## src/design/g4n_pkg.sv

```systemverilog
// ----------------------------------------------------------------------------
// g4n_pkg: shared types and constants for the 4-D grid neighbour generator
// Field widths, register codes, queue sizing and the per-axis weight tables.
// ----------------------------------------------------------------------------
package g4n_pkg;

  // Grid shape
  localparam int AXES     = 4;
  localparam int SIDE_DEF = 4;
  localparam int IDX_W    = 8;
  localparam int AXIS_W   = 2;
  localparam int NB_MAX   = 2 * AXES;

  // Configuration port
  localparam int CFG_IDX_W  = 1;
  localparam int CFG_DATA_W = 3;
  localparam logic [CFG_IDX_W-1:0] CFG_DIMS_USED  = 1'b0;
  localparam logic [CFG_IDX_W-1:0] CFG_WRAP_EDGES = 1'b1;
  localparam logic [2:0] DIMS_RESET = 3'd4;
  localparam logic [2:0] DIMS_MAX   = 3'd4;

  // Front-to-back queue; depth must be a power of two
  localparam int QDEPTH = 2;
  localparam int QAW    = $clog2(QDEPTH);
  localparam int QCW    = $clog2(QDEPTH + 1);

  // Configuration as seen by the front end
  typedef struct packed {
    logic [2:0] dims;
    logic       wrap;
  } g4n_cfg_t;

  // One classified cell: base index, neighbours to send, edge flags per axis
  typedef struct packed {
    logic [IDX_W-1:0]  base;
    logic [NB_MAX-1:0] mask;
    logic [AXES-1:0]   top;
    logic [AXES-1:0]   bot;
  } g4n_entry_t;

  // Integer power, elaboration use only
  function automatic int g4n_pow(input int b, input int n);
    int r;
    r = 1;
    for (int i = 0; i < n; i++) r = r * b;
    return r;
  endfunction

  // Step along each axis, modulo the index width
  function automatic logic [AXES-1:0][IDX_W-1:0] g4n_weights(input int side);
    logic [AXES-1:0][IDX_W-1:0] w;
    for (int a = 0; a < AXES; a++) w[a] = IDX_W'(g4n_pow(side, a));
    return w;
  endfunction

  // Jump across the whole axis for wrapping, modulo the index width
  function automatic logic [AXES-1:0][IDX_W-1:0] g4n_wrap_weights(input int side);
    logic [AXES-1:0][IDX_W-1:0] w;
    for (int a = 0; a < AXES; a++) w[a] = IDX_W'((side - 1) * g4n_pow(side, a));
    return w;
  endfunction

endpackage

```

## src/design/g4n_if.sv

```systemverilog
// ----------------------------------------------------------------------------
// g4n_if: valid/ready channels of the 4-D grid neighbour generator
// Cell items in, neighbour items out.
// ----------------------------------------------------------------------------
interface g4n_in_if import g4n_pkg::*; ();
  logic             valid;
  logic             ready;
  logic [IDX_W-1:0] cell_index;

  modport source (output valid, cell_index, input ready);
  modport sink   (input valid, cell_index, output ready);
endinterface

interface g4n_out_if import g4n_pkg::*; ();
  logic              valid;
  logic              ready;
  logic [IDX_W-1:0]  neighbor_index;
  logic [AXIS_W-1:0] neighbor_axis;
  logic              toward_minus;
  logic              is_last;

  modport source (output valid, neighbor_index, neighbor_axis, toward_minus, is_last,
                  input ready);
  modport sink   (input valid, neighbor_index, neighbor_axis, toward_minus, is_last,
                  output ready);
endinterface

```

## src/design/grid4d_neighbor_index_gen_core.sv

```systemverilog
// ----------------------------------------------------------------------------
// grid4d_neighbor_index_gen_core: 4-D grid neighbour index generator
// Flow: the classifier takes a cell, extracts its digits (one reciprocal
// multiply each) and queues the result; it can take the next cell once the
// result is queued. The emitter sends one neighbour item per cycle while
// the output is not stalled.
// Reset: synchronous rst_n empties the queue and output; dims_used=4, wrap=0.
// ----------------------------------------------------------------------------
module grid4d_neighbor_index_gen_core import g4n_pkg::*; #(
  parameter int SIDE = SIDE_DEF
) (
  input  logic                  clk,
  input  logic                  rst_n,
  g4n_in_if.sink                in_s,
  g4n_out_if.source             out_s,
  input  logic                  cfg_we,
  input  logic [CFG_IDX_W-1:0]  cfg_index,
  input  logic [CFG_DATA_W-1:0] cfg_data
);

  logic [2:0] dims_r;
  logic       wrap_r;
  g4n_cfg_t   cfg;

  logic       push_valid, push_ready, head_valid, pop;
  g4n_entry_t push_entry, head;

  // Configuration registers
  always_ff @(posedge clk) begin
    if (!rst_n) begin
      dims_r <= DIMS_RESET;
      wrap_r <= 1'b0;
    end else if (cfg_we) begin
      case (cfg_index)
        CFG_DIMS_USED:  dims_r <= cfg_data;
        CFG_WRAP_EDGES: wrap_r <= cfg_data[0];
        default:        ;
      endcase
    end
  end

  assign cfg.dims = dims_r;
  assign cfg.wrap = wrap_r;

  g4n_front #(.SIDE(SIDE)) u_front (
    .clk        (clk),
    .rst_n      (rst_n),
    .in_s       (in_s),
    .cfg        (cfg),
    .push_valid (push_valid),
    .push_entry (push_entry),
    .push_ready (push_ready)
  );

  g4n_queue u_queue (
    .clk        (clk),
    .rst_n      (rst_n),
    .push_valid (push_valid),
    .push_entry (push_entry),
    .push_ready (push_ready),
    .head_valid (head_valid),
    .head       (head),
    .pop        (pop)
  );

  g4n_back #(.SIDE(SIDE)) u_back (
    .clk        (clk),
    .rst_n      (rst_n),
    .head_valid (head_valid),
    .head       (head),
    .pop        (pop),
    .out_s      (out_s)
  );

  // Hold a stalled classified cell until the queue takes it
  a_push_hold: assert property (@(posedge clk) disable iff (!rst_n)
    push_valid && !push_ready |=> push_valid && $stable(push_entry))
    else $error("classified cell changed while queue full");

  // Cells without neighbours never reach the queue
  a_no_empty_mask: assert property (@(posedge clk) disable iff (!rst_n)
    head_valid |-> head.mask != '0)
    else $error("queued cell has empty neighbour mask");

  // Pop only a present cell
  a_pop_valid: assert property (@(posedge clk) disable iff (!rst_n)
    pop |-> head_valid)
    else $error("queue popped while empty");

endmodule

```

## src/design/g4n_front.sv

```systemverilog
// ----------------------------------------------------------------------------
// g4n_front: cell classifier
// Splits a cell index into base-SIDE digits one per cycle, flags edge cells
// and builds the mask of neighbours to send, then queues the result.
// ----------------------------------------------------------------------------
module g4n_front import g4n_pkg::*; #(
  parameter int SIDE = SIDE_DEF
) (
  input  logic       clk,
  input  logic       rst_n,
  g4n_in_if.sink     in_s,
  input  g4n_cfg_t   cfg,
  output logic       push_valid,
  output g4n_entry_t push_entry,
  input  logic       push_ready
);

  // Reciprocal for digit extraction; exact for every 8-bit dividend
  localparam int RECIP_SH = 16;
  localparam int RECIP    = ((1 << RECIP_SH) + SIDE - 1) / SIDE;
  localparam int PROD_W   = IDX_W + RECIP_SH + 1;
  localparam logic [IDX_W-1:0] P4_MOD   = IDX_W'(g4n_pow(SIDE, AXES) % (1 << IDX_W));
  localparam logic [IDX_W-1:0] SIDE_M1  = IDX_W'(SIDE - 1);
  localparam logic [2:0]       STEP_PUSH = 3'(AXES);

  logic             busy_r, busy_nxt;
  logic [2:0]       step_r, step_nxt;
  logic [IDX_W-1:0] rest_r, cell_r;
  logic [AXES-1:0]  top_r, bot_r;

  logic [PROD_W-1:0] prod;
  logic [IDX_W-1:0]  quot, rem;
  logic [2:0]        dims_eff;
  logic [NB_MAX-1:0] mask;
  logic              at_push, done, accept;

  // Divide the remaining index by SIDE
  always_comb begin
    prod = PROD_W'(rest_r) * PROD_W'(RECIP);
    quot = prod[RECIP_SH +: IDX_W];
    rem  = rest_r - IDX_W'((2 * IDX_W)'(quot) * (2 * IDX_W)'(SIDE));
  end

  // Classify: which neighbours exist for the active axes
  always_comb begin
    dims_eff = (cfg.dims > DIMS_MAX) ? DIMS_MAX : cfg.dims;
    for (int a = 0; a < AXES; a++) begin
      mask[2*a]   = (3'(a) < dims_eff) && (cfg.wrap || !top_r[a]);
      mask[2*a+1] = (3'(a) < dims_eff) && (cfg.wrap || !bot_r[a]);
    end
  end

  // Push when classified; a cell with no neighbours is dropped here
  always_comb begin
    at_push         = busy_r && (step_r == STEP_PUSH);
    push_valid      = at_push && (mask != '0);
    push_entry.base = cell_r - IDX_W'((2 * IDX_W)'(rest_r) * (2 * IDX_W)'(P4_MOD));
    push_entry.mask = mask;
    push_entry.top  = top_r;
    push_entry.bot  = bot_r;
    done            = at_push && ((mask == '0) || push_ready);
    in_s.ready      = !busy_r || done;
    accept          = in_s.valid && in_s.ready;
  end

  // Advance the digit counter
  always_comb begin
    busy_nxt = busy_r;
    step_nxt = step_r;
    if (accept) begin
      busy_nxt = 1'b1;
      step_nxt = '0;
    end else if (done) begin
      busy_nxt = 1'b0;
    end else if (busy_r && !at_push) begin
      step_nxt = step_r + 3'd1;
    end
  end

  always_ff @(posedge clk) begin
    if (!rst_n) begin
      busy_r <= 1'b0;
      step_r <= '0;
    end else begin
      busy_r <= busy_nxt;
      step_r <= step_nxt;
    end
  end

  // Digit datapath
  always_ff @(posedge clk) begin
    if (accept) begin
      rest_r <= in_s.cell_index;
      cell_r <= in_s.cell_index;
    end else if (busy_r && !at_push) begin
      rest_r                       <= quot;
      top_r[step_r[AXIS_W-1:0]]    <= (rem == SIDE_M1);
      bot_r[step_r[AXIS_W-1:0]]    <= (rem == '0);
    end
  end

endmodule

```

## src/design/g4n_queue.sv

```systemverilog
// ----------------------------------------------------------------------------
// g4n_queue: classified-cell queue
// Small register FIFO that decouples the classifier from the emitter.
// ----------------------------------------------------------------------------
module g4n_queue import g4n_pkg::*; (
  input  logic       clk,
  input  logic       rst_n,
  input  logic       push_valid,
  input  g4n_entry_t push_entry,
  output logic       push_ready,
  output logic       head_valid,
  output g4n_entry_t head,
  input  logic       pop
);

  g4n_entry_t     entries_r [QDEPTH];
  logic [QAW-1:0] wptr_r, rptr_r;
  logic [QCW-1:0] count_r, count_nxt;
  logic           push;

  always_comb begin
    push_ready = (count_r != QCW'(QDEPTH));
    head_valid = (count_r != '0);
    head       = entries_r[rptr_r];
    push       = push_valid && push_ready;
    count_nxt  = count_r + QCW'(push) - QCW'(pop);
  end

  // Pointers and fill level
  always_ff @(posedge clk) begin
    if (!rst_n) begin
      wptr_r  <= '0;
      rptr_r  <= '0;
      count_r <= '0;
    end else begin
      if (push) wptr_r <= wptr_r + 1'b1;
      if (pop)  rptr_r <= rptr_r + 1'b1;
      count_r <= count_nxt;
    end
  end

  // Storage
  always_ff @(posedge clk) begin
    if (push) entries_r[wptr_r] <= push_entry;
  end

endmodule

```

## src/design/g4n_back.sv

```systemverilog
// ----------------------------------------------------------------------------
// g4n_back: neighbour emitter
// Walks the neighbour mask of the head cell, one neighbour item per cycle
// while the output is not stalled, into an output register.
// ----------------------------------------------------------------------------
module g4n_back import g4n_pkg::*; #(
  parameter int SIDE = SIDE_DEF
) (
  input  logic       clk,
  input  logic       rst_n,
  input  logic       head_valid,
  input  g4n_entry_t head,
  output logic       pop,
  g4n_out_if.source  out_s
);

  localparam logic [AXES-1:0][IDX_W-1:0] WGT  = g4n_weights(SIDE);
  localparam logic [AXES-1:0][IDX_W-1:0] WGTW = g4n_wrap_weights(SIDE);

  logic              out_valid_r;
  logic [IDX_W-1:0]  nb_idx_r;
  logic [AXIS_W-1:0] nb_axis_r;
  logic              minus_r, last_r;
  logic [NB_MAX-1:0] sent_r;

  logic [NB_MAX-1:0] remain, pick;
  logic [2:0]        sel;
  logic [AXIS_W-1:0] axis;
  logic              minus, last, load;
  logic [IDX_W-1:0]  nb_idx;

  // Pick the lowest neighbour still to send
  always_comb begin
    remain = head.mask & ~sent_r;
    sel    = '0;
    for (int i = NB_MAX - 1; i >= 0; i--) begin
      if (remain[i]) sel = 3'(i);
    end
    pick  = NB_MAX'(1) << sel;
    axis  = sel[2:1];
    minus = sel[0];
    last  = ((remain & ~pick) == '0);
  end

  // Step from the centre, or jump across the axis at a wrapped edge
  always_comb begin
    if (!minus) begin
      nb_idx = head.top[axis] ? head.base - WGTW[axis] : head.base + WGT[axis];
    end else begin
      nb_idx = head.bot[axis] ? head.base + WGTW[axis] : head.base - WGT[axis];
    end
  end

  assign load = head_valid && (!out_valid_r || out_s.ready);
  assign pop  = load && last;

  // Output register and progress through the mask
  always_ff @(posedge clk) begin
    if (!rst_n) begin
      out_valid_r <= 1'b0;
      sent_r      <= '0;
    end else begin
      if (load) begin
        out_valid_r <= 1'b1;
        sent_r      <= last ? '0 : (sent_r | pick);
      end else if (out_s.ready) begin
        out_valid_r <= 1'b0;
      end
    end
  end

  always_ff @(posedge clk) begin
    if (load) begin
      nb_idx_r  <= nb_idx;
      nb_axis_r <= axis;
      minus_r   <= minus;
      last_r    <= last;
    end
  end

  assign out_s.valid          = out_valid_r;
  assign out_s.neighbor_index = nb_idx_r;
  assign out_s.neighbor_axis  = nb_axis_r;
  assign out_s.toward_minus   = minus_r;
  assign out_s.is_last        = last_r;

endmodule

```

## src/flat_wrapper.sv

```systemverilog
// flat-port wrapper written by rule: the top's interface ports become plain ports
module grid4d_neighbor_index_gen_core_flat import g4n_pkg::*;
#(
  parameter int SIDE = SIDE_DEF
)
  (clk, rst_n, cfg_we, cfg_index, cfg_data, in_s_valid, in_s_cell_index, in_s_ready, out_s_valid, out_s_neighbor_index, out_s_neighbor_axis, out_s_toward_minus, out_s_is_last, out_s_ready);
  g4n_in_if in_s_i ();
  g4n_out_if out_s_i ();
  input  logic clk;
  input  logic rst_n;
  input  logic cfg_we;
  input  logic [CFG_IDX_W-1:0] cfg_index;
  input  logic [CFG_DATA_W-1:0] cfg_data;
  input wire logic [$bits(in_s_i.valid)-1:0] in_s_valid;
  input wire logic [$bits(in_s_i.cell_index)-1:0] in_s_cell_index;
  output wire logic [$bits(in_s_i.ready)-1:0] in_s_ready;
  output wire logic [$bits(out_s_i.valid)-1:0] out_s_valid;
  output wire logic [$bits(out_s_i.neighbor_index)-1:0] out_s_neighbor_index;
  output wire logic [$bits(out_s_i.neighbor_axis)-1:0] out_s_neighbor_axis;
  output wire logic [$bits(out_s_i.toward_minus)-1:0] out_s_toward_minus;
  output wire logic [$bits(out_s_i.is_last)-1:0] out_s_is_last;
  input wire logic [$bits(out_s_i.ready)-1:0] out_s_ready;
  assign in_s_i.valid = in_s_valid;
  assign in_s_i.cell_index = in_s_cell_index;
  assign in_s_ready = in_s_i.ready;
  assign out_s_valid = out_s_i.valid;
  assign out_s_neighbor_index = out_s_i.neighbor_index;
  assign out_s_neighbor_axis = out_s_i.neighbor_axis;
  assign out_s_toward_minus = out_s_i.toward_minus;
  assign out_s_is_last = out_s_i.is_last;
  assign out_s_i.ready = out_s_ready;
  grid4d_neighbor_index_gen_core #(.SIDE(SIDE)) u_core (.clk(clk), .rst_n(rst_n), .in_s(in_s_i), .out_s(out_s_i), .cfg_we(cfg_we), .cfg_index(cfg_index), .cfg_data(cfg_data));
endmodule
```

## config.mk

```make
export PLATFORM = sky130hd
export DESIGN_NAME = grid4d_neighbor_index_gen_core_flat
export DESIGN_NICKNAME = d
export VERILOG_FILES = /design/src/design/g4n_pkg.sv /design/src/design/g4n_if.sv /design/src/design/grid4d_neighbor_index_gen_core.sv /design/src/design/g4n_front.sv /design/src/design/g4n_queue.sv /design/src/design/g4n_back.sv /design/src/flat_wrapper.sv
export SDC_FILE = /design/constraint.sdc
export NUM_CORES = 1
export LEC_CHECK = 0
export BUFFER_PORTS_ARGS = -buffer_cell sky130_fd_sc_hd__buf_4
export CORE_MARGIN = 1
export CORE_UTILIZATION = 55
export DETAILED_ROUTE_END_ITERATION = 8
export PLACE_DENSITY_LB_ADDON = 0.15
export SETUP_SLACK_MARGIN = 0.15
export SYNTH_ARGS = -nofsm -noshare
export SYNTH_HDL_FRONTEND = slang
export SYNTH_SLANG_ARGS = --single-unit
```

## constraint.sdc

```tcl
create_clock -name clk -period 10.9 [get_ports clk]
set_clock_uncertainty 0.1 [all_clocks]
set_input_delay 1.635 -clock clk [delete_from_list [all_inputs] [get_ports clk]]
set_output_delay 1.635 -clock clk [all_outputs]
set_load 0.01 [all_outputs]
```

== Word-level counts from Yosys, hierarchy flattened ==
Memories as Yosys holds them, arrays and structs flattened. A register that Yosys moved wholly into a read port is not among the register bits.
Cells that the tools add are included.

* Logic and storage cells: 136
* Output and inout bits: 14
* Flip-flop bits (word level): 57
* Latch bits: 0
* Memories: 1
* ROM bits: 0
* RAM bits: 48
* Input port bits: 17

{| class="wikitable"
|+ Memories
! name !! words !! width !! read ports !! clocked after Yosys merged registers in !! write ports !! line !! RTL
|-
| u_core.u_queue.entries_r || 2 || 24 || 1 || 1 || 1 || g4n_queue.sv:16 || <nowiki>g4n_entry_t entries_r [QDEPTH];</nowiki>
|}

* Shift-type cells: 1
* Bitwise gates (word level): 9
* Reductions and logical operators: 52
* Equal/unequal tests: 3
* Order comparisons: 8
* Multiply operators: 0
* Mux-type cells: 35
* Add/sub/neg operators: 10
* Divide/modulo/power cells: 0

{| class="wikitable"
|+ Operators by type and width
! kind !! number
|-
| two-way mux 8 bit || 8
|-
| binary-select mux 8 bit (select 2 bit) || 2
|-
| two-way mux 3 bit || 9
|-
| zero test 8 bit || 3
|-
| subtractor 8 bit || 3
|-
| logical AND 1 bit || 17
|-
| adder 8 bit || 2
|-
| bitwise AND 8 bit || 2
|-
| inverter 8 bit || 2
|-
| zero test 1 bit || 11
|-
| logical OR 1 bit || 11
|-
| two-way mux 1 bit || 11
|-
| bitwise mux 4 bit || 2
|-
| equality test 8 x 2 -> 1 bit (second input constant) || 1
|-
| bitwise OR 8 bit || 1
|-
| AND reduction 2 bit || 4
|-
| nonzero test 2 bit || 4
|-
| nonzero test 8 bit || 1
|-
| left shift 1 x 3 -> 8 bit (first input constant) || 1
|-
| < comparator 1 x 3 -> 1 bit (first input constant) || 2
|-
| < comparator 2 x 3 -> 1 bit (first input constant) || 2
|-
| < comparator 2 x 3 -> 1 bit (second input constant) || 2
|-
| binary-select mux 1 bit (select 2 bit) || 2
|-
| inverter 1 bit || 4
|-
| other kinds (10) || 11
|}

== Depth between registers and ports, before layout ==
* Word-level depth: 17
* Gate-level depth with buffers: 17
* Mapped depth without buffers: 16

== Modules after synthesis ==
A second synthesis with hierarchy kept.

* Cells, all modules: 375
* Area, all modules: 5086.1 µm²

{| class="wikitable"
|+ By module, submodules not included
! module !! cells each !! seq. area each (µm²) !! area each (µm²) !! times used
|-
| g4n_queue || 103 || 1541.5 || 1998.2 || 1
|-
| g4n_back || 167 || 540.5 || 1632.8 || 1
|-
| g4n_front || 88 || 800.8 || 1290.0 || 1
|-
| grid4d_neighbor_index_gen_core || 17 || 80.1 || 165.2 || 1
|}

== Least setup slack after synthesis ==
Ideal clock, no wire load.

* Path kind: register to register
* Start: register (tool-made name)
* End: register u_core.u_back.nb_idx_r[7], in the netlist u_core.u_back.out_s.neighbor_index[7] (data pin)
* Setup time: 260 ps
* Clock period less this slack: 3500 ps
* Arrival: 3140 ps
* Cell stages (with the launch flop): 16
* Buffers on the path: 1
* Setup slack: 7400 ps
* Required time: 10540 ps
* Cells stage by stage: dfxtp_1 -> buf_6 -> mux2i_4 -> a2bb2oi_4 -> nor2_1 -> inv_1 -> o22ai_2 -> nor2_2 -> mux2_4 -> o311a_1 -> ha_1 -> nor2b_1 -> o21ai_0 -> a21oi_1 -> xnor2_1 -> xnor2_1

{| class="wikitable"
|+ RTL lines
! what !! line !! RTL
|-
| to (signal assigned) || g4n_back.sv:74 || <nowiki>nb_idx_r <= nb_idx;</nowiki>
|-
| to (decl) || g4n_back.sv:21 || <nowiki>logic [IDX_W-1:0] nb_idx_r;</nowiki>
|}

==> flow_metrics.py <==
metrics = {
    "outcome": {
        "status": "finished clean",
    },
    "worst_setup_path": {
        "path_class": "reg2reg",
        "cp_cell_sequence": "buf_4 -> mux2i_1 -> o22ai_2 -> nor2_1 -> inv_1 -> o22ai_1 -> nor3_2 -> o21bai_1 -> a221oi_1 -> ha_1 -> a21oi_1 -> nor2b_1 -> o21ai_0 -> a21oi_1 -> xnor2_1 -> xnor2_1",
        "max_stage_delay_ns": 0.44,
        "cp-end-kind": "flip-flop",
        "cp.arrival_ns": 4.26,
        "crit_family": "compound AO/OA/AOI/OAI gates",
        "critPathBufInv": 2,
        "cp-start-kind": "flip-flop",
        "cp_max_fo": 28,
        "cpMaxStageDelayCell": "mux2i_1",
        "required_ns": 10.90,
    },
    "grt": {
        "grtUsageMet1_pct": 24.2,
        "grt_util_all_layers_pct": 18.7,
        "grt_use_met3_pct": 4.48,
        "grt_overflow": 0,
        "grt_pass1_vias": 2933,
        "gr-max-usage-layer": "met2",
        "antenna_found_initial": 0,
        "use_met2_pct": 30.4,
        "grt_pass1_wl_microns": 13800,
        "grt_max_degree": 29,
    },
    "sta": {
        "tightest_slew_ns": 1.07,
        "finalCritPeriodShare_pct": 39.0,
        "hold_violations": 0,
        "max_freq_mhz": 235,
        "period_needed_ns": 4.25,
        "drv_slew": 0,
        "setup_violations": 0,
        "maxSlewHeadroom_pct": 29.0,
        "tns_ns": 0,
        "setup_ws_ns": 6.65,
        "rsz0062_at_grt": "false",
        "hold_slack_ns": 0.356,
    },
    "synthesis": {
        "synth.most_common_cell": "edfxtp_1",
        "synth_top_area_share_pct": 50.9,
        "synthesis.area_sq_um": 4950,
        "synth.net_count": 406,
        "synth_edf_count": 84,
        "ys_warn_count": 0,
        "synthArstFlopShare_pct": 0,
        "avgSynthCellArea_sq_um": 13.3,
        "synth_cells": 373,
        "ys.flop_type": "edfxtp_1",
        "ys_top_cells_by_count": "84 x edfxtp_1, 31 x nor2_1, 25 x a21oi_1",
        "yosysSeqAreaShare_pct": 59.8,
        "synth_area_leaders": "edfxtp_1 51%, dfxtp_1 8.9%, mux2_2 4.1%",
        "synth_top_area_cell": "edfxtp_1",
        "synth.distinct_cells": 63,
        "ys_ff_latch": 106,
    },
    "power_and_ir_drop": {
        "p_leak_nw": 1.94,
        "clockPowerShare_pct": 31.2,
        "power.internal_uw": 542,
        "swShare_pct": 21.4,
        "pwr-share-comb_pct": 3.7,
        "power_switching_uw": 148,
        "seqPwrFrac_pct": 65.1,
        "vdd_drop_max_mv": 0.0831,
        "power_density_nw_per_um2": 126,
    },
    "clock_network": {
        "cts_buffers": 9,
        "post_cts_buffers": 0,
        "clk_path_buf_depth": 2,
        "clock_latency_ns": 0.36,
        "cts_tree": "yes",
        "ctsHoldBuffers": 0,
        "cts-resized-gates": 0,
        "root_buffer": "clkbuf_8",
        "clkTransAtPathRegs_ns": 0.09,
        "cts.sinks": 106,
        "htree_levels": 3,
    },
    "layout": {
        "area_growth_pct": 10.2,
        "diodes": 0,
        "fin_cells": 522,
        "nets": 442,
        "postLayoutCoreUtil_pct": 62.6,
        "n_fill_cell": 656,
        "drive_gt1_share_pct": 22.5,
    },
    "detailed_routing": {
        "first_iter_violations": 152,
        "wirelength_microns": 8240,
        "drc_errors": 0,
        "vias": 2955,
        "via_per_inst": 5.66,
        "drt_first_pass_iters": 4,
        "postRouteAntennaNets": 0,
        "wl_per_cell_microns": 15.8,
    },
    "run": {
        "max-cap-violations": 0,
    },
    "place": {
        "dp.cells": 506,
        "place_hpwl_microns": 6140,
        "io_buffers": 30,
        "post-place-ws_ns": 6.69,
        "routabilityCongestion": 0.945,
    },
    "floorplanning": {
        "die-area_sq_um": 9390,
        "die_y_microns": 96.9,
        "fp-row-count": 34,
        "start_util_pct": 56.8,
        "io_pins": 31,
        "die_w_microns": 96.9,
        "core_sq_um": 8720,
    },
    "hold_path": {
        "hold_class": "reg2reg",
    },
}
[power groups by stage]
| stage | clock network (mW) | logic [mW] | registers (mW) |
|---|---|---|---|
| final | 0.215 | 0.0258 | 0.449 |
| after CTS | 0.222 | 0.0262 | 0.449 |
| after global placement | 0 | 0.0251 | 0.457 |
| after detailed placement | 0 | 0.0260 | 0.458 |
| after floorplan | 0 | 0.0161 | 0.456 |
| after global routing | 0.237 | 0.0291 | 0.450 |
[logic make-up (layout without fill, tap and decap cells)]
logic type	count (synthesis)	count (layout)	synth area share, %
flip-flops	106	106	59.8
AND/OR/NAND/NOR	91	91	9.27
AO/OA/AOI/OAI	79	79	12.8
multiplexers	35	35	8.34
buffers and inverters	31	72	2.83
adder cells (fa/ha/maj)	18	18	4.62
XOR/XNOR	13	13	2.30
[final cells by class]
class	instances	area, sq um	share of cell area (%)
Inverter	24	91.3	1.67
Timing Repair Buffer	32	240	4.40
Clock inverter	6	46.3	0.848
Clock buffer	10	128	2.34
Sequential cell	106	2960	54.3
Tap cell	108	135	2.48
Multi-Input combinational cell	236	1850	34.0
[final timing paths]
| path | depth (start not counted) | slack [ns] | startpoint | to |
|---|---|---|---|---|
| max | 16 | 6.65 | flip-flop | u_core.u_back.out_s.neighbor_index[7]$_DFFE_PP_ |
| min | 0 | 0.36 | u_core.u_front.cell_r[3]$_DFFE_PP_ | u_core.u_queue.entries_r[1][19]$_DFFE_PP_ |
| min reg2reg | 0 | 0.36 | u_core.u_front.cell_r[3]$_DFFE_PP_ | u_core.u_queue.entries_r[1][19]$_DFFE_PP_ |
| max reg2reg | 16 | 6.65 | flip-flop | u_core.u_back.out_s.neighbor_index[7]$_DFFE_PP_ |
[state kept, by name, indices dropped and copies added (netlist names), named ones only]
name and flops:
u_core.u_front.top_r 4, u_core.u_back.out_s.toward_minus 1, u_core.u_front.step_r 3, u_core.u_front.bot_r 4
u_core.u_back.out_s.is_last 1, u_core.u_front.cell_r 8, u_core.wrap_r 1, u_core.u_back.out_s.neighbor_axis 2
u_core.u_front.rest_r 8, u_core.u_queue.rptr_r 1, u_core.u_queue.count_r 2, u_core.u_front.busy_r 1
u_core.u_queue.entries_r 48, u_core.u_back.out_s.valid 1, u_core.dims_r 3, u_core.u_back.out_s.neighbor_index 8
u_core.u_back.sent_r 8, u_core.u_queue.wptr_r 1
[cells in the final DEF, fill, tap and decap left out, types with 3 or more instances in the layout]
master | netlist | layout
o21ai_0 | 4 | 4
a21oi_1 | 25 | 25
or2_2 | 3 | 3
nor2b_1 | 8 | 8
dfxtp_1 | 22 | 22
inv_1 | 23 | 23
nand2_1 | 13 | 13
nor3b_1 | 4 | 4
xnor2_1 | 11 | 11
o211ai_1 | 4 | 4
mux2_2 | 18 | 18
nor3_1 | 5 | 5
nor2_1 | 31 | 30
edfxtp_1 | 84 | 84
clkbuf_8 | 0 | 9
a31oi_1 | 7 | 7
ha_1 | 15 | 15
nand3_1 | 4 | 4
and2_1 | 12 | 12
o22ai_2 | 3 | 3
buf_4 | 0 | 32
inv_6 | 0 | 3
mux2i_1 | 10 | 10
a21o_1 | 3 | 3
mux2_4 | 4 | 4
o22ai_1 | 5 | 5
[worst reg2reg max path, delay by kind of cell, from the launching register on]
kind | cells | cell delay (ns)
muxes | 1 | 0.45
AOI/OAI and AO/OA | 7 | 1.53
DFF | 1 | 0.32
adders and majority gates | 1 | 0.32
buffers and inverters | 2 | 0.55
xor gates and xnor gates | 2 | 0.30
and+or+nand+nor | 3 | 0.44
[layer usage]
layer	up-vias	share of wire [%]
met5	-	0
li1	1456	-
met2	92	49
met3	16	4.0
met4	0	1.9
met1	1391	45
[metrics by stage]
step	area [sq um]	power [mW]
4_1_cts	5460	0.696
2_1_floorplan	4950	0.472
3_3_place_gp	5280	0.483
6_report	5460	0.689
3_5_place_dp	5280	0.484
5_1_grt	5460	0.716
Note: power is estimated with default switching activity, not from simulation.
